**config.mk**
```make
export PLATFORM = sky130hd
export DESIGN_NAME = websocket_frame_decoder_core_flat
export DESIGN_NICKNAME = d
export VERILOG_FILES = /design/src/rtl/wsfd_pkg.sv /design/src/rtl/wsfd_if.sv /design/src/rtl/websocket_frame_decoder_core.sv /design/src/flat_wrapper.sv
export SDC_FILE = /design/constraint.sdc
export NUM_CORES = 1
export LEC_CHECK = 0
export BUFFER_PORTS_ARGS = -buffer_cell sky130_fd_sc_hd__buf_2
export CAP_MARGIN = 30
export CORE_ASPECT_RATIO = 1.1
export CORE_UTILIZATION = 45
export DETAILED_ROUTE_END_ITERATION = 10
export PLACE_DENSITY = 0.59
export SYNTH_ARGS = -nofsm -noshare
export SYNTH_HDL_FRONTEND = slang
export SYNTH_SLANG_ARGS = --single-unit
```
**constraint.sdc**
```tcl
create_clock -name clk -period 6.5 [get_ports clk]
set_input_delay 0.325 -clock clk [delete_from_list [all_inputs] [get_ports clk]]
set_output_delay 0.325 -clock clk [all_outputs]
set_load 0.02 [all_outputs]
```
**src/rtl/wsfd_pkg.sv**
```systemverilog
package wsfd_pkg;

  localparam int LEN_W = 17;

  // largest payload a frame may announce
  localparam logic [LEN_W-1:0] MAX_PAYLOAD = 17'd65536;

  typedef logic [1:0] status_t;

  localparam status_t ST_OK    = 2'd0;
  localparam status_t ST_SHORT = 2'd1;
  localparam status_t ST_BIG   = 2'd2;

  typedef logic [LEN_W-1:0] len_t;

endpackage

```
**src/rtl/wsfd_if.sv**
```systemverilog
interface wsfd_rx_if;
  logic       valid;
  logic       ready;
  logic [7:0] data_byte;
  logic       buffer_end;

  modport source (output valid, output data_byte, output buffer_end, input ready);
  modport sink (input valid, input data_byte, input buffer_end, output ready);
endinterface

interface wsfd_tx_if;
  logic             valid;
  logic             ready;
  logic [7:0]       payload_byte;
  logic             byte_valid;
  logic             frame_end;
  wsfd_pkg::status_t status;
  logic             fin_bit;
  logic [3:0]       frame_opcode;
  wsfd_pkg::len_t   payload_length;

  modport source (output valid, output payload_byte, output byte_valid, output frame_end,
                  output status, output fin_bit, output frame_opcode,
                  output payload_length, input ready);
  modport sink (input valid, input payload_byte, input byte_valid, input frame_end,
                input status, input fin_bit, input frame_opcode,
                input payload_length, output ready);
endinterface

interface wsfd_cfg_if;
  logic           valid;
  logic           ready;
  wsfd_pkg::len_t out_capacity;

  modport source (output valid, output out_capacity, input ready);
  modport sink (input valid, input out_capacity, output ready);
endinterface

```
**src/rtl/websocket_frame_decoder_core.sv**
```systemverilog
// a byte transferred on rx is registered in s1; its result (if any) is then written to the result buffer that drives tx
// throughput: one byte per cycle while rx.ready stays high; the header parser and unmask step run in a single pass
// a two-entry result buffer absorbs tx stalls; rx.ready drops only when it would overflow
// rst (synchronous, active high) clears the frame state, empties both buffers
// and sets out_capacity to 65536
module websocket_frame_decoder_core (
  input logic     clk,
  input logic     rst,
  wsfd_rx_if.sink   rx,
  wsfd_tx_if.source tx,
  wsfd_cfg_if.sink  cfg
);
  import wsfd_pkg::*;

  // parser phases
  localparam logic [2:0] PH_HDR0 = 3'd0;
  localparam logic [2:0] PH_HDR1 = 3'd1;
  localparam logic [2:0] PH_EXT  = 3'd2;
  localparam logic [2:0] PH_KEY  = 3'd3;
  localparam logic [2:0] PH_DATA = 3'd4;
  localparam logic [2:0] PH_DONE = 3'd5;
  localparam logic [2:0] PH_ERR  = 3'd6;

  typedef struct packed {
    logic [7:0] payload_byte;
    logic       byte_valid;
    logic       frame_end;
    status_t    status;
    logic       fin_bit;
    logic [3:0] frame_opcode;
    len_t       payload_length;
  } res_t;

  // configuration
  len_t out_capacity;

  // input register
  logic       s1_v;
  logic [7:0] s1_byte;
  logic       s1_end;

  // frame state
  logic [2:0]  phase;
  logic [3:0]  header_count;
  logic        fin_flag;
  logic [3:0]  opcode_reg;
  logic        masked_flag;
  len_t        length_acc;
  logic        length_over;
  logic [31:0] key_bytes;
  len_t        payload_count;
  status_t     pending_error;

  logic [2:0]  phase_next;
  logic [3:0]  header_count_next;
  logic        fin_flag_next;
  logic [3:0]  opcode_reg_next;
  logic        masked_flag_next;
  len_t        length_acc_next;
  logic        length_over_next;
  logic [31:0] key_bytes_next;
  len_t        payload_count_next;
  status_t     pending_error_next;

  logic res_v;
  res_t res;

  // result buffer, two entries
  res_t       rbuf [2];
  logic       wr_ptr;
  logic       rd_ptr;
  logic [1:0] ocnt;
  logic       push;
  logic       pop;

  assign cfg.ready = 1'b1;

  // a byte may enter s1 only if, after this edge, a slot is still free for it;
  // counting the tx transfer of this edge keeps bytes flowing every cycle
  assign rx.ready = (ocnt == 2'd0) ||
                    ((ocnt == 2'd1) && (!s1_v || pop)) ||
                    ((ocnt == 2'd2) && !s1_v && pop);

  always_ff @(posedge clk) begin
    if (rst) begin
      out_capacity <= MAX_PAYLOAD;
    end else if (cfg.valid && cfg.ready) begin
      out_capacity <= cfg.out_capacity;
    end
  end

  always_ff @(posedge clk) begin
    if (rst) begin
      s1_v <= 1'b0;
    end else begin
      s1_v <= rx.valid && rx.ready;
    end
  end

  always_ff @(posedge clk) begin
    if (rx.valid && rx.ready) begin
      s1_byte <= rx.data_byte;
      s1_end  <= rx.buffer_end;
    end
  end

  // one byte step of the deframer
  always_comb begin
    logic [1:0] k;
    logic [7:0] ub;
    logic       hdr_fin;

    phase_next         = phase;
    header_count_next  = header_count;
    fin_flag_next      = fin_flag;
    opcode_reg_next    = opcode_reg;
    masked_flag_next   = masked_flag;
    length_acc_next    = length_acc;
    length_over_next   = length_over;
    key_bytes_next     = key_bytes;
    payload_count_next = payload_count;
    pending_error_next = pending_error;
    res_v              = 1'b0;
    res                = '0;
    hdr_fin            = 1'b0;
    k                  = payload_count[1:0];
    ub                 = s1_byte ^ key_bytes[8*k +: 8];

    case (phase)
      PH_HDR0: begin
        fin_flag_next   = s1_byte[7];
        opcode_reg_next = s1_byte[3:0];
        phase_next      = PH_HDR1;
      end
      PH_HDR1: begin
        masked_flag_next = s1_byte[7];
        length_acc_next  = '0;
        length_over_next = 1'b0;
        if (s1_byte[6:0] < 7'd126) begin
          length_acc_next = {{(LEN_W-7){1'b0}}, s1_byte[6:0]};
          if (s1_byte[7]) begin
            header_count_next = 4'd4;
            phase_next        = PH_KEY;
          end else begin
            hdr_fin = 1'b1;
          end
        end else begin
          header_count_next = (s1_byte[6:0] == 7'd126) ? 4'd2 : 4'd8;
          phase_next        = PH_EXT;
        end
      end
      PH_EXT: begin
        // lengths that would overflow 17 bits are only flagged
        if (length_over || (length_acc >= len_t'(512))) begin
          length_over_next = 1'b1;
        end else begin
          length_acc_next = {length_acc[LEN_W-9:0], s1_byte};
        end
        header_count_next = header_count - 4'd1;
        if (header_count_next == 4'd0) begin
          if (masked_flag) begin
            header_count_next = 4'd4;
            phase_next        = PH_KEY;
          end else begin
            hdr_fin = 1'b1;
          end
        end
      end
      PH_KEY: begin
        k = 2'd0 - header_count[1:0];
        key_bytes_next[8*k +: 8] = key_bytes[8*k +: 8] | s1_byte;
        header_count_next = header_count - 4'd1;
        if (header_count_next == 4'd0) begin
          hdr_fin = 1'b1;
        end
      end
      PH_DATA: begin
        payload_count_next = payload_count + len_t'(1);
        if (payload_count_next >= length_acc) begin
          if (pending_error == ST_OK) begin
            res_v              = 1'b1;
            res.payload_byte   = ub;
            res.byte_valid     = 1'b1;
            res.frame_end      = 1'b1;
            res.payload_length = length_acc;
            phase_next         = PH_DONE;
          end else begin
            phase_next = PH_ERR;
          end
        end else if (pending_error == ST_OK) begin
          res_v            = 1'b1;
          res.payload_byte = ub;
          res.byte_valid   = 1'b1;
        end
      end
      default: begin
      end
    endcase

    // header complete: length checks, then payload or empty frame
    if (hdr_fin) begin
      if (length_over_next || (length_acc_next > MAX_PAYLOAD)) begin
        pending_error_next = ST_BIG;
        phase_next         = PH_ERR;
      end else begin
        pending_error_next = (length_acc_next > out_capacity) ? ST_BIG : ST_OK;
        payload_count_next = '0;
        if (length_acc_next == '0) begin
          res_v         = 1'b1;
          res.frame_end = 1'b1;
          phase_next    = PH_DONE;
        end else begin
          phase_next = PH_DATA;
        end
      end
    end

    // buffer end: report short or pending error, then start a fresh header
    if (s1_end) begin
      if ((phase_next <= PH_KEY) || (phase_next == PH_DATA)) begin
        res_v     = 1'b1;
        res       = '0;
        res.frame_end = 1'b1;
        res.status    = ST_SHORT;
      end else if (phase_next == PH_ERR) begin
        res_v     = 1'b1;
        res       = '0;
        res.frame_end = 1'b1;
        res.status    = pending_error_next;
      end
    end

    // header fields as they stand after this byte
    res.fin_bit      = fin_flag_next;
    res.frame_opcode = opcode_reg_next;

    if (s1_end) begin
      phase_next         = PH_HDR0;
      header_count_next  = '0;
      fin_flag_next      = 1'b0;
      opcode_reg_next    = '0;
      masked_flag_next   = 1'b0;
      length_acc_next    = '0;
      length_over_next   = 1'b0;
      key_bytes_next     = '0;
      payload_count_next = '0;
      pending_error_next = ST_OK;
    end
  end

  always_ff @(posedge clk) begin
    if (rst) begin
      phase         <= PH_HDR0;
      header_count  <= '0;
      fin_flag      <= 1'b0;
      opcode_reg    <= '0;
      masked_flag   <= 1'b0;
      length_acc    <= '0;
      length_over   <= 1'b0;
      key_bytes     <= '0;
      payload_count <= '0;
      pending_error <= ST_OK;
    end else if (s1_v) begin
      phase         <= phase_next;
      header_count  <= header_count_next;
      fin_flag      <= fin_flag_next;
      opcode_reg    <= opcode_reg_next;
      masked_flag   <= masked_flag_next;
      length_acc    <= length_acc_next;
      length_over   <= length_over_next;
      key_bytes     <= key_bytes_next;
      payload_count <= payload_count_next;
      pending_error <= pending_error_next;
    end
  end

  // result buffer: a slot is always free for the byte in s1
  assign push = s1_v && res_v;
  assign pop  = tx.valid && tx.ready;

  always_ff @(posedge clk) begin
    if (rst) begin
      wr_ptr <= 1'b0;
      rd_ptr <= 1'b0;
      ocnt   <= 2'd0;
    end else begin
      if (push) begin
        wr_ptr <= !wr_ptr;
      end
      if (pop) begin
        rd_ptr <= !rd_ptr;
      end
      ocnt <= ocnt + {1'b0, push} - {1'b0, pop};
    end
  end

  always_ff @(posedge clk) begin
    if (push) begin
      rbuf[wr_ptr] <= res;
    end
  end

  assign tx.valid          = (ocnt != 2'd0);
  assign tx.payload_byte   = rbuf[rd_ptr].payload_byte;
  assign tx.byte_valid     = rbuf[rd_ptr].byte_valid;
  assign tx.frame_end      = rbuf[rd_ptr].frame_end;
  assign tx.status         = rbuf[rd_ptr].status;
  assign tx.fin_bit        = rbuf[rd_ptr].fin_bit;
  assign tx.frame_opcode   = rbuf[rd_ptr].frame_opcode;
  assign tx.payload_length = rbuf[rd_ptr].payload_length;

endmodule

```
**src/flat_wrapper.sv**
```systemverilog
// flat-port wrapper written by rule: the top's interface ports become plain ports
module websocket_frame_decoder_core_flat import wsfd_pkg::*;
  (clk, rst, rx_valid, rx_data_byte, rx_buffer_end, rx_ready, tx_valid, tx_payload_byte, tx_byte_valid, tx_frame_end, tx_status, tx_fin_bit, tx_frame_opcode, tx_payload_length, tx_ready, cfg_valid, cfg_out_capacity, cfg_ready);
  wsfd_rx_if rx_i ();
  wsfd_tx_if tx_i ();
  wsfd_cfg_if cfg_i ();
  input logic clk;
  input logic rst;
  input wire logic [$bits(rx_i.valid)-1:0] rx_valid;
  input wire logic [$bits(rx_i.data_byte)-1:0] rx_data_byte;
  input wire logic [$bits(rx_i.buffer_end)-1:0] rx_buffer_end;
  output wire logic [$bits(rx_i.ready)-1:0] rx_ready;
  output wire logic [$bits(tx_i.valid)-1:0] tx_valid;
  output wire logic [$bits(tx_i.payload_byte)-1:0] tx_payload_byte;
  output wire logic [$bits(tx_i.byte_valid)-1:0] tx_byte_valid;
  output wire logic [$bits(tx_i.frame_end)-1:0] tx_frame_end;
  output wire logic [$bits(tx_i.status)-1:0] tx_status;
  output wire logic [$bits(tx_i.fin_bit)-1:0] tx_fin_bit;
  output wire logic [$bits(tx_i.frame_opcode)-1:0] tx_frame_opcode;
  output wire logic [$bits(tx_i.payload_length)-1:0] tx_payload_length;
  input wire logic [$bits(tx_i.ready)-1:0] tx_ready;
  input wire logic [$bits(cfg_i.valid)-1:0] cfg_valid;
  input wire logic [$bits(cfg_i.out_capacity)-1:0] cfg_out_capacity;
  output wire logic [$bits(cfg_i.ready)-1:0] cfg_ready;
  assign rx_i.valid = rx_valid;
  assign rx_i.data_byte = rx_data_byte;
  assign rx_i.buffer_end = rx_buffer_end;
  assign rx_ready = rx_i.ready;
  assign tx_valid = tx_i.valid;
  assign tx_payload_byte = tx_i.payload_byte;
  assign tx_byte_valid = tx_i.byte_valid;
  assign tx_frame_end = tx_i.frame_end;
  assign tx_status = tx_i.status;
  assign tx_fin_bit = tx_i.fin_bit;
  assign tx_frame_opcode = tx_i.frame_opcode;
  assign tx_payload_length = tx_i.payload_length;
  assign tx_i.ready = tx_ready;
  assign cfg_i.valid = cfg_valid;
  assign cfg_i.out_capacity = cfg_out_capacity;
  assign cfg_ready = cfg_i.ready;
  websocket_frame_decoder_core u_core (.clk(clk), .rst(rst), .rx(rx_i), .tx(tx_i), .cfg(cfg_i));
endmodule
```
### Word-level counts from Yosys, hierarchy flattened

Memory sizes are Yosys's and may differ from the RTL's. A register that Yosys moved wholly into a read port is not among the register bits.
Index checks and enable logic that the tools add are counted.
Widths: inputs -> output; s select.

* bits in registers: 113
* RAM bits: 68
* output and inout port bits: 37
* memories: 1

* add/sub/neg operators: 6
* order comparisons: 6
* equality and inequality tests: 10
* shifts and indexed selects: 4
* mux-type cells: 74
* bitwise gates (word level): 2
* reductions and logical operators: 27

Memories
* u_core.rbuf: words 2, width 34, read ports 1, clocked after memory_dff 1, wr ports 1, line websocket_frame_decoder_core.sv:69 `res_t rbuf [2];`

Operators by type and width (count)
* $mux 17: 9
* $mux 34: 3
* $mux 32: 2
* $shiftx 32x6->8: 2
* $neg 5->34: 1
* $pmux 17 s2: 1
* $shift 8x34->32 const A: 1
* $shiftx 8x34->32: 1
* $bwmux 32: 1
* $mux 4: 8
* $mux 1: 28
* $mux 3: 8
* $mux 10: 2
* $mux 9: 2
* $add 17x1->17 const B: 1
* $ge 17x10->1 const B: 1
* $ge 17x17->1: 1
* $gt 17x17->1: 1
* $gt 17x17->1 const B: 1
* $logic_not 17->1: 1
* $pmux 3 s4: 1
* $pmux 4 s3: 1
* $mux 2: 5
* $eq 3x3->1 const B: 3
* other kinds (27): 44

### Depth between registers and ports, before layout

Gate-level depths: netlist of the first run.

* word-level depth: 15
* depth in mapped cells: 16

### Worst setup path after synthesis of the first run

No wires, ideal clock.

* kind: register to register
* start: register u_core.header_count[0]
* end: memory u_core.rbuf[0][0] (netlist bit) (enable)
* data arrival time: 4318 ps
* data required time: 6071 ps
* slack: 1753 ps
* cell stages (with the launch flop): 12
* buffers on the path: 2
* cell sequence: dfxtp_1 > clkbuf_1 > clkbuf_1 > inv_1 > ha_1 > and3b_1 > and4_1 > a21oi_1 > a21oi_1 > a41oi_1 > a21oi_1 > nor2b_1

* longest elaborated chain between the ends: 12
* elaborated cells between the ends (all ways): 19

Ends and longest elaborated chain
* from (decl): line websocket_frame_decoder_core.sv:44 `logic [3:0] header_count;`
* from (signal assigned): line websocket_frame_decoder_core.sv:265 `header_count <= header_count_next;`
* $sub 4x1->4 (*): line websocket_frame_decoder_core.sv:159, websocket_frame_decoder_core.sv:172
* $logic_not 4->1 (*): line websocket_frame_decoder_core.sv:160, websocket_frame_decoder_core.sv:173
* $mux 3, or another cell as far along: line websocket_frame_decoder_core.sv:160 `if (header_count_next == 4'd0) begin`
* $pmux 3 s4 / $pmux 1 s3 (equally long branches): line websocket_frame_decoder_core.sv:129 `case (phase)`
* $mux 3: line websocket_frame_decoder_core.sv:201 `if (hdr_fin) begin`
* $le 3x2->1, or another cell as far along: line websocket_frame_decoder_core.sv:220 `if ((phase_next <= PH_KEY) || (phase_next == PH_DATA)) begin`
* $logic_or 1x1->1 / $mux 1 (equally long branches): line websocket_frame_decoder_core.sv:220, websocket_frame_decoder_core.sv:225
* $mux 1: line websocket_frame_decoder_core.sv:220
* $mux 1 (*): line websocket_frame_decoder_core.sv:219 `if (s1_end) begin`
* $logic_and 1x1->1 (*): line websocket_frame_decoder_core.sv:278 `assign push = s1_v && res_v;`
* $mux 1 (*): line websocket_frame_decoder_core.sv:298 `if (push) begin`
* $mux 1 (implied by the code) (*): line websocket_frame_decoder_core.sv:299 `rbuf[wr_ptr] <= res;`
* to (decl): line websocket_frame_decoder_core.sv:69

Every way passes the cells marked *; elsewhere a longest branch is shown, timed or not.

==> reports/qor.yml, run 1 <==
status:
  outcome: "finished clean"
die:
  die-area_um2: 21300
  die_h_um: 153
  core_area_um2: 20100
  initial_utilization_pct: 46.6
  rows: 54
  fp.dieW_um: 139
  num_io_pins: 68
global_routing:
  grt_pass1_vias: 6496
  grt_pass1_wl_um: 36500
  grt_overflow_total: 0
  grt_use_total_pct: 22.3
  grt_max_degree: 70
  antenna_found_initial: 0
yosys:
  synth.area.top_cells: "edfxtp_1, dfxtp_1, ha_1"
  async_reset_ff_share_pct: 0
  ys_types: 64
  yosysTopAreaCell: "edfxtp_1"
  ys_warn_count: 0
  ys.flop_type: "dfxtp_1"
  synth_top_area_share_pct: 24.8
  ys_ff_latch: 182
  synth_area_um2: 9340
  syn_avg_cell_area_um2: 10.3
  syn_nets: 981
  synth-edff-count: 77
  ys_seq_area_share_pct: 47.3
  syn_inst: 908
cts:
  clk_path_buf_depth: 2
  cts_buffers: 17
  cts.clk_slew.worst_paths_ns: 0.08
  htree_levels: 4
  cts_hold_buf: 0
  worstSkewPairLatency_ns: 0.44
  cts_setup_buffers: 0
  cts_tree: "built"
  clock-sinks: 182
  root_buffer: "clkbuf_16"
  cts_resized: 0
finish:
  stdcell_count: 1223
  fillerInstances: 1834
  postLayoutCoreUtil_pct: 52.4
  seqCellArea_um2: 4410
  drive_gt1_share_pct: 18.8
  layout.nets: 1031
  layout_common_cells: "nor2_1, dfxtp_1, edfxtp_1"
  diodes: 0
  final_common_cell: "nor2_1"
  multi_input_area_um2: 4570
  reg_top3: "u_core.rbuf (68), u_core.key_bytes (32)"
  regMostFlops: "u_core.rbuf"
  largest_register_ffs: 68
  area.growth.synth_to_final_pct: 12.6
timing:
  hold_violations: 0
  setup-violations-final: 0
  clock_skew_ns: 0.0130
  fin_crit_ns: 4.96
  fin_hold_ws_ns: 0.0499
  setup_tns_ns: 0
  finalMaxSlewViolations: 0
  rsz0062_at_grt: "false"
  relSlewSlack_pct: 42.7
  fin_ws_ns: 1.54
  period_share_pct: 76.3
  max_freq_ghz: 0.202
  tightest_slew_ns: 0.853
routing:
  drt-initial-drc-count: 434
  postRouteAntennaNets: 0
  drc: 0
  dr.pass1.iters: 7
  vias_per_cell: 5.76
  routedWlPerCell_um: 18.9
  finalWirelength_um: 23100
  vias: 7044
worst_setup_path:
  slowest_delay_ns: 0.76
  critPathMaxFanout: 17
  crit_chain: "and3_1, and3_1, and3_1, nand2_1, nor4_1, xnor2_1, ha_1, o21a_1, or2_2, a32oi_1, o211ai_1, buf_4, o221a_2, or3_1, nor4_1"
  slowest_stage: "dfxtp_1"
  cp_common_cell: "and3_1"
  required_ns: 6.71
  start_kind: "flop"
  cp_top_family: "simple AND/OR/NAND/NOR gates"
  crit_type: "flop to flop"
  arrival_ns: 5.16
  end_kind: "flop"
  cp_num_buf_inv: 1
placement:
  place_inst: 1190
  place_ws_ns: 1.33
  port_buffers: 66
  gp_congestion: 0.974
  dpl.hpwl_um: 16500
power_and_ir_drop:
  p_per_area_nw_per_um2: 262
  peakVddDrop_mv: 0.193
  p_leak_nw: 4.01
worst_hold_path:
  hold_class: "input port to flop"
flow_run:
  drv_cap: 0
-- Yosys cell counts (all sizes together), types with 5 or more instances --
library cell	instances
xor2	11
nand4	13
inv	50
dfxtp	105
o31ai	9
mux2	39
and2	23
o21ai	20
a22o	6
mux2i	20
a22oi	50
nand2b	9
a311oi	6
xnor2	16
clkbuf	45
nand3	12
nand2	32
ha	42
nor3	10
a211oi	8
nor2b	7
mux4	16
o211ai	5
nor2	138
edfxtp	77
or4	5
a32o	9
and3	10
a21o	9
or2	5
a21oi	45
nor4	8
-- metal layers --
metal	part of all wire (%)	wire length, µm	global-route usage (%)
met5	0	0	0
met4	2.7	617	9.10
met3	5.3	1220	2.94
met2	45	10300	34.3
met1	47	11000	31.6
-- final timing paths --
kind,from,slack [ns],cells past startpoint,endpoint
worst max-delay path,u_core.payload_count[0],1.54,15,u_core.rbuf[0][23]
worst min-delay path,rx_data_byte[7],0.05,1,u_core.s1_byte[7]
worst min register to register,u_core.payload_count[11],0.47,1,u_core.payload_count[11]
worst max register to register,u_core.payload_count[0],1.54,15,u_core.rbuf[0][23]
-- final cells by class --
class,instances,share of cell area (%)
well taps,252,3.00
clock inverters,15,1.58
repair buffers,79,4.23
flip-flops and latches,182,42.0
clock buffers,17,4.04
inverters,50,1.78
multi-input cells,628,43.4
-- power by group --
group / leakage [nW] / internal, W / switching, W
Combinational: 2.17 / 0.000175 / 0.000264
Clock: 0.290 / 0.000518 / 0.000510
Sequential: 1.55 / 0.00124 / 0.0000441
-- logic make-up after synthesis --
kind of cell    after synthesis  share of synthesized area [%]
simple gates                287                           14.9
compound gates              196                           14.9
flops                       182                           47.3
buf+inv                      98                           3.99
mux                          75                           10.7
fa+ha+maj                    42                           5.63
xor+xnor                     27                           2.53
other cells                   1                         0.0401
-- stage by stage --
step	total power, W	instance area [µm²]
5_1_grt	0.00287	10500
2_1_floorplan	0.00161	9340
4_1_cts	0.00278	10500
3_5_place_dp	0.00175	9920
3_3_place_gp	0.00175	9880
6_report	0.00275	10500
Note: power is estimated with default switching activity, not from simulation.
==> run 2, diff against run 1 <==
==> constraint.sdc (replaced) <==
create_clock -name clk -period 4.7 [get_ports clk]
set_input_delay 0.235 -clock clk [delete_from_list [all_inputs] [get_ports clk]]
set_output_delay 0.235 -clock clk [all_outputs]
set_load 0.02 [all_outputs]
==> reports/qor.yml, run 2 (synthesis results as in run 1) <==
status:
  outcome: "finished clean"
routing:
  dr.pass1.iters: 5  # -2
  drt-initial-drc-count: 460  # +6.0%
  dr_wl_met2_um: 10600  # +2.6%
  routed-wl-met3_um: 1290  # +6.0%
  postRouteAntennaNets: 0  # unchanged
  wl_met1_um: 11200  # +2.3%
  vias: 7130  # +1.2%
  vias_per_cell: 5.75  # -0.25%
  drc: 0  # unchanged
  top_layer_used: "met4"
  finalWirelength_um: 23600  # +2.2%
  routedWlPerCell_um: 19.0  # +0.76%
cts:
  worstSkewPairLatency_ns: 0.44  # about the same
  cts_tree: "built"
  cts_buffers: 17  # unchanged
  clock-sinks: 182  # unchanged
  htree_levels: 4  # unchanged
  cts.clk_slew.worst_paths_ns: 0.07  # about the same
  clk_path_buf_depth: 2  # unchanged
  root_buffer: "clkbuf_16"
finish:
  area.growth.synth_to_final_pct: 14.2
  stdcell_count: 1241  # +1.5%
  diodes: 0  # unchanged
  reg_top3: "u_core.rbuf (68), u_core.key_bytes (32)"
  drive_gt1_share_pct: 19.4  # +0.57 points
  layout_common_cells: "nor2_1, dfxtp_1, edfxtp_1"
  layout.nets: 1049  # +1.7%
  final_common_cell: "nor2_1"
  regMostFlops: "u_core.rbuf"
  largest_register_ffs: 68  # unchanged
placement:
  gp_congestion: 0.957  # -1.7%
  dpl.hpwl_um: 16500  # -0.29%
  place_inst: 1200  # +0.84%
  port_buffers: 66  # unchanged
  place_ws_ns: 0.416  # -0.914 ns
die:
  fp.dieW_um: 139  # unchanged
  initial_utilization_pct: 46.6  # unchanged
  die-area_um2: 21300  # unchanged
  rows: 54  # unchanged
  die_h_um: 153  # unchanged
  num_io_pins: 68  # unchanged
  core_area_um2: 20100  # unchanged
worst_hold_path:
  hold_depth: 3  # +2
  holdPathEnd: "u_core.out_capacity[16]"
  hold_class: "input port to flop"
  hold_start: "cfg_out_capacity[16]"
global_routing:
  antenna_found_initial: 0  # unchanged
  grt_pass1_wl_um: 37700  # +3.3%
  grt_pass1_vias: 6858  # +5.6%
  grt_max_degree: 51  # -27%
  grt_overflow_total: 0  # unchanged
  grt_use_total_pct: 22.9  # +0.60 points
timing:
  fin_ws_ns: 0.427  # -1.12 ns
  tightest_slew_ns: 0.958  # +0.106 ns
  rsz0062_at_grt: "false"
  hold_violations: 0  # unchanged
  fin_crit_ns: 4.27  # -0.684 ns
  setup-violations-final: 0  # unchanged
  fin_hold_ws_ns: 0.0326  # -0.0173 ns
  finalMaxSlewViolations: 0  # unchanged
  max_freq_ghz: 0.234  # +16%
  period_share_pct: 90.9  # +15 points
  relSlewSlack_pct: 35.9  # -6.8 points
  setup_tns_ns: 0  # unchanged
  clock_skew_ns: 0.0123  # -0.000717 ns
worst_setup_path:
  slowest_delay_ns: 0.41  # -0.35 ns
  crit_chain: "ha_1, and3_1, and3_1, nand4_1, nor2_1, xor2_1, ha_1, a2111oi_1, o21ai_0, a32oi_1, o211ai_1, o221a_2, or3_1, nor4_2"
  start_kind: "flop"
  cp_num_buf_inv: 0  # -1
  reg2reg_depth: 14  # -1
  cp_top_family: "simple AND/OR/NAND/NOR gates"
  reg2reg_from: "u_core.payload_count[0]"
  arrival_ns: 4.51  # -0.65 ns
  required_ns: 4.94  # -1.77 ns
  reg2reg_to: "u_core.rbuf[0][23]"
  rrSetupSlack_ns: 0.43  # -1.12 ns
  critPathMaxFanout: 5  # -12
  end_kind: "flop"
  slowest_stage: "dfxtp_1"
  crit_type: "flop to flop"
power_and_ir_drop:
  p_leak_nw: 4.07  # +1.5%
  p_per_area_nw_per_um2: 354  # +35%
  peakVddDrop_mv: 0.253  # +31%
flow_run:
  drv_cap: 0  # unchanged
## run 2: cell count changes in the layout (fill, tap and decap cells not counted), moves of 2 or more
| cell | before | now |
|---|---|---|
| inv_8 | 5 | 3 |
| clkinv_4 | 4 | 2 |
| buf_12 | 0 | 2 |
| dlygate4sd3_1 | 0 | 9 |
| clkinv_8 | 3 | 1 |
| buf_4 | 11 | 20 |
| inv_6 | 3 | 5 |
| clkinvlp_4 | 0 | 3 |
## run 2: layout make-up
cell class	instances	area (µm²)
clock buffer	17	425
clock inverter	15	138
fill	1820	9400
inverter	50	188
multi-input combinational	628	4570
sequential	182	4410
tap	252	315
timing repair buffer	97	611
## run 2: per-layer routing
layer	track usage [%]	vias up
met4	7.57	0
met2	35.2	224
met5	0	-
met1	32.3	3391
li1	-	3479
met3	4.32	36
## run 2: worst max-delay path by stage
stage                                        from                 end  slack, ns  depth (start not counted)
after CTS                 u_core.payload_count[0]  u_core.rbuf[0][23]       0.39                         14
after floorplan           u_core.payload_count[1]  u_core.rbuf[0][26]       0.26                         16
after global routing      u_core.payload_count[0]  u_core.rbuf[0][23]       0.10                         14
after global placement    u_core.payload_count[0]  u_core.rbuf[0][23]       0.62                         14
after detailed placement  u_core.payload_count[0]  u_core.rbuf[0][23]       0.42                         14
final                     u_core.payload_count[0]  u_core.rbuf[0][23]       0.43                         14
## run 2: worst register-to-register path, cell delays in order (launching register included)
cell,delay (ns)
dfxtp_1,0.41
ha_1,0.25
and3_1,0.25
and3_1,0.27
nand4_1,0.26
nor2_1,0.20
xor2_1,0.22
ha_1,0.30
a2111oi_1,0.36
o21ai_0,0.17
a32oi_1,0.24
o211ai_1,0.15
o221a_2,0.29
or3_1,0.39
nor4_2,0.32
## run 2: repair_timing
action / in CTS / in global routing
endpoints found under the setup margin: 0 / 2
buffers inserted: 0 / 0
resized for setup: 0 / 2
hold buffers: 9 / 0
hold endpoints to repair: 9 / 0
## run 2: power by group
group	switching, W	leakage [nW]	internal [W]
Combinational	0.000368	2.25	0.000249
Clock	0.000678	0.267	0.000700
Sequential	0.0000614	1.55	0.00172
## run 2: metrics by stage
stage	cell area, µm²	utilization (%)	power (W)
floorplan	9340	-	0.00222
global placement	10000	49.9	0.00242
detailed placement	10000	49.9	0.00243
CTS	10700	53.1	0.00381
global route	10700	53.1	0.00392
finish	10700	53.1	0.00377
==> run 3, diff against run 2 <==
--- a/config.mk
+++ b/config.mk
@@ -10,6 +10,7 @@
 export CORE_ASPECT_RATIO = 1.1
 export CORE_UTILIZATION = 45
 export DETAILED_ROUTE_END_ITERATION = 10
+export GPL_TIMING_DRIVEN = 0
 export PLACE_DENSITY = 0.59
 export SYNTH_ARGS = -nofsm -noshare
 export SYNTH_HDL_FRONTEND = slang
==> reports/qor.yml, run 3 (synthesis results as in run 1) <==
routing:
  drt-initial-drc-count: 529  # +15%
  routedWlPerCell_um: 18.9  # -0.74%
  dr_wl_met2_um: 10400  # -1.6%
  postRouteAntennaNets: 0  # unchanged
  finalWirelength_um: 24000  # +1.5%
  vias_per_cell: 5.70  # -0.78%
  drc: 0  # unchanged
  routed-wl-met3_um: 1740  # +34%
  dr.pass1.iters: 5  # unchanged
  top_layer_used: "met4"
  wl_met1_um: 11400  # +1.5%
  vias: 7234  # +1.5%
finish:
  diodes: 0  # unchanged
  largest_register_ffs: 68  # unchanged
  final_common_cell: "nor2_1"
  drive_gt1_share_pct: 18.0  # -1.4 points
  fillerInstances: 1823  # +0.16%
  reg_top3: "u_core.rbuf (68), u_core.key_bytes (32)"
  area.growth.synth_to_final_pct: 15.3
  stdcell_count: 1269  # +2.3%
  layout.nets: 1077  # +2.7%
  layout_common_cells: "nor2_1, dfxtp_1, edfxtp_1"
  regMostFlops: "u_core.rbuf"
  postLayoutCoreUtil_pct: 53.7  # +0.53 points
cts:
  cts.clk_slew.worst_paths_ns: 0.07  # about the same
  htree_levels: 4  # unchanged
  cts_buffers: 17  # unchanged
  worstSkewPairLatency_ns: 0.44  # about the same
  clk_path_buf_depth: 2  # unchanged
  clock-sinks: 182  # unchanged
  cts_tree: "built"
  root_buffer: "clkbuf_16"
timing:
  clock_skew_ns: 0.00969  # -0.00263 ns
  tightest_slew_ns: 1.03  # +0.0711 ns
  setup-violations-final: 0  # unchanged
  period_share_pct: 94.9  # +3.9 points
  hold_violations: 0  # unchanged
  fin_ws_ns: 0.242  # -0.185 ns
  relSlewSlack_pct: 30.8  # -5.1 points
  max_freq_ghz: 0.224  # -4.1%
  fin_hold_ws_ns: 0.0181  # -0.0145 ns
  fin_crit_ns: 4.46  # +0.185 ns
  finalMaxSlewViolations: 0  # unchanged
power_and_ir_drop:
  finalPower_w: 0.00387  # +2.7%
  p_leak_nw: 4.06  # about the same
  p_per_area_nw_per_um2: 359  # +1.7%
  peakVddDrop_mv: 0.266  # +5.1%
global_routing:
  antenna_found_initial: 0  # unchanged
  grt_use_total_pct: 23.3  # +0.39 points
  grt_pass1_vias: 6765  # -1.4%
  grt_max_degree: 35  # -31%
  grt_pass1_wl_um: 37600  # -0.13%
  grt_overflow_total: 0  # unchanged
placement:
  dpl.hpwl_um: 17500  # +6.0%
  port_buffers: 65  # -1.5%
  place_ws_ns: -0.911  # -1.33 ns
  gp_congestion: 0.984  # +2.8%
  place_inst: 1228  # +2.3%
die:
  die_h_um: 153  # unchanged
  rows: 54  # unchanged
  die-area_um2: 21300  # unchanged
  num_io_pins: 68  # unchanged
  core_area_um2: 20100  # unchanged
  initial_utilization_pct: 46.6  # unchanged
  fp.dieW_um: 139  # unchanged
worst_setup_path:
  end_kind: "flop"
  crit_type: "flop to flop"
  start_kind: "flop"
  arrival_ns: 4.70  # +0.19 ns
  critPathMaxFanout: 10  # +5
  required_ns: 4.94  # about the same
status:
  outcome: "finished clean"
worst_hold_path:
  hold_class: "input port to flop"
flow_run:
  drv_cap: 0  # unchanged
run 3: worst paths after layout:
| check | slack [ns] | startpoint | depth (start not counted) | to |
|---|---|---|---|---|
| min | 0.02 | cfg_out_capacity[16] | 3 | u_core.out_capacity[16] |
| max | 0.24 | u_core.payload_count[1] | 15 | u_core.rbuf[1][23] |
| min reg2reg | 0.47 | u_core.payload_count[11] | 1 | u_core.payload_count[11] |
| max reg2reg | 0.24 | u_core.payload_count[1] | 15 | u_core.rbuf[1][23] |
run 3: what timing repair did:
| item | CTS | global route |
|---|---|---|
| pin swaps | 1 | 2 |
| gates resized for setup | 5 | 7 |
| endpoints found under the setup margin | 22 | 82 |
| cloned | 0 | 0 |
| endpoints found under the hold margin | 9 | 0 |
| hold buffers | 9 | 0 |
| buffers inserted | 1 | 1 |
run 3: cell type report:
| cell class | instances | area [µm²] | area share [%] |
|---|---|---|---|
| buffer | 46 | 183 | 1.70 |
| clock buffer | 17 | 425 | 3.95 |
| clock inverter | 15 | 178 | 1.65 |
| inverter | 50 | 188 | 1.74 |
| multi-input combinational | 628 | 4610 | 42.8 |
| sequential | 182 | 4410 | 41.0 |
| tap | 252 | 315 | 2.93 |
| timing repair buffer | 79 | 463 | 4.30 |
run 3: layer usage:
metal / global-route usage (%) / vias to the layer above
met5: 0 / -
met4: 7.94 / 0
met3: 5.39 / 28
met2: 34.6 / 246
met1: 33.2 / 3425
li1: - / 3535
run 3: critical path, stage by stage (launching register included):
cell and delay (ns):
dfxtp_1 0.33, clkbuf_4 0.24, and3_1 0.25, and3_1 0.26
and3_2 0.28, nand2_1 0.10, nor4_2 0.31, xnor2_1 0.21
ha_1 0.32, o21a_1 0.19, or2_2 0.27, a32oi_1 0.22
o211ai_1 0.20, o221a_2 0.32, or3_1 0.43, nor4_4 0.35
run 3: through the flow:
stage          area [µm²]  setup TNS (ns)
3_3_place_gp         9980          -62.90
3_5_place_dp        10000          -16.85
4_1_cts             10700               0
5_1_grt             10800         -0.0242
6_report            10800               0
2_1_floorplan        9340               0
run 3: report_power, final:
part	internal, W	switching, W
Clock	0.000806	0.000670
Combinational	0.000247	0.000377
Sequential	0.00172	0.0000572
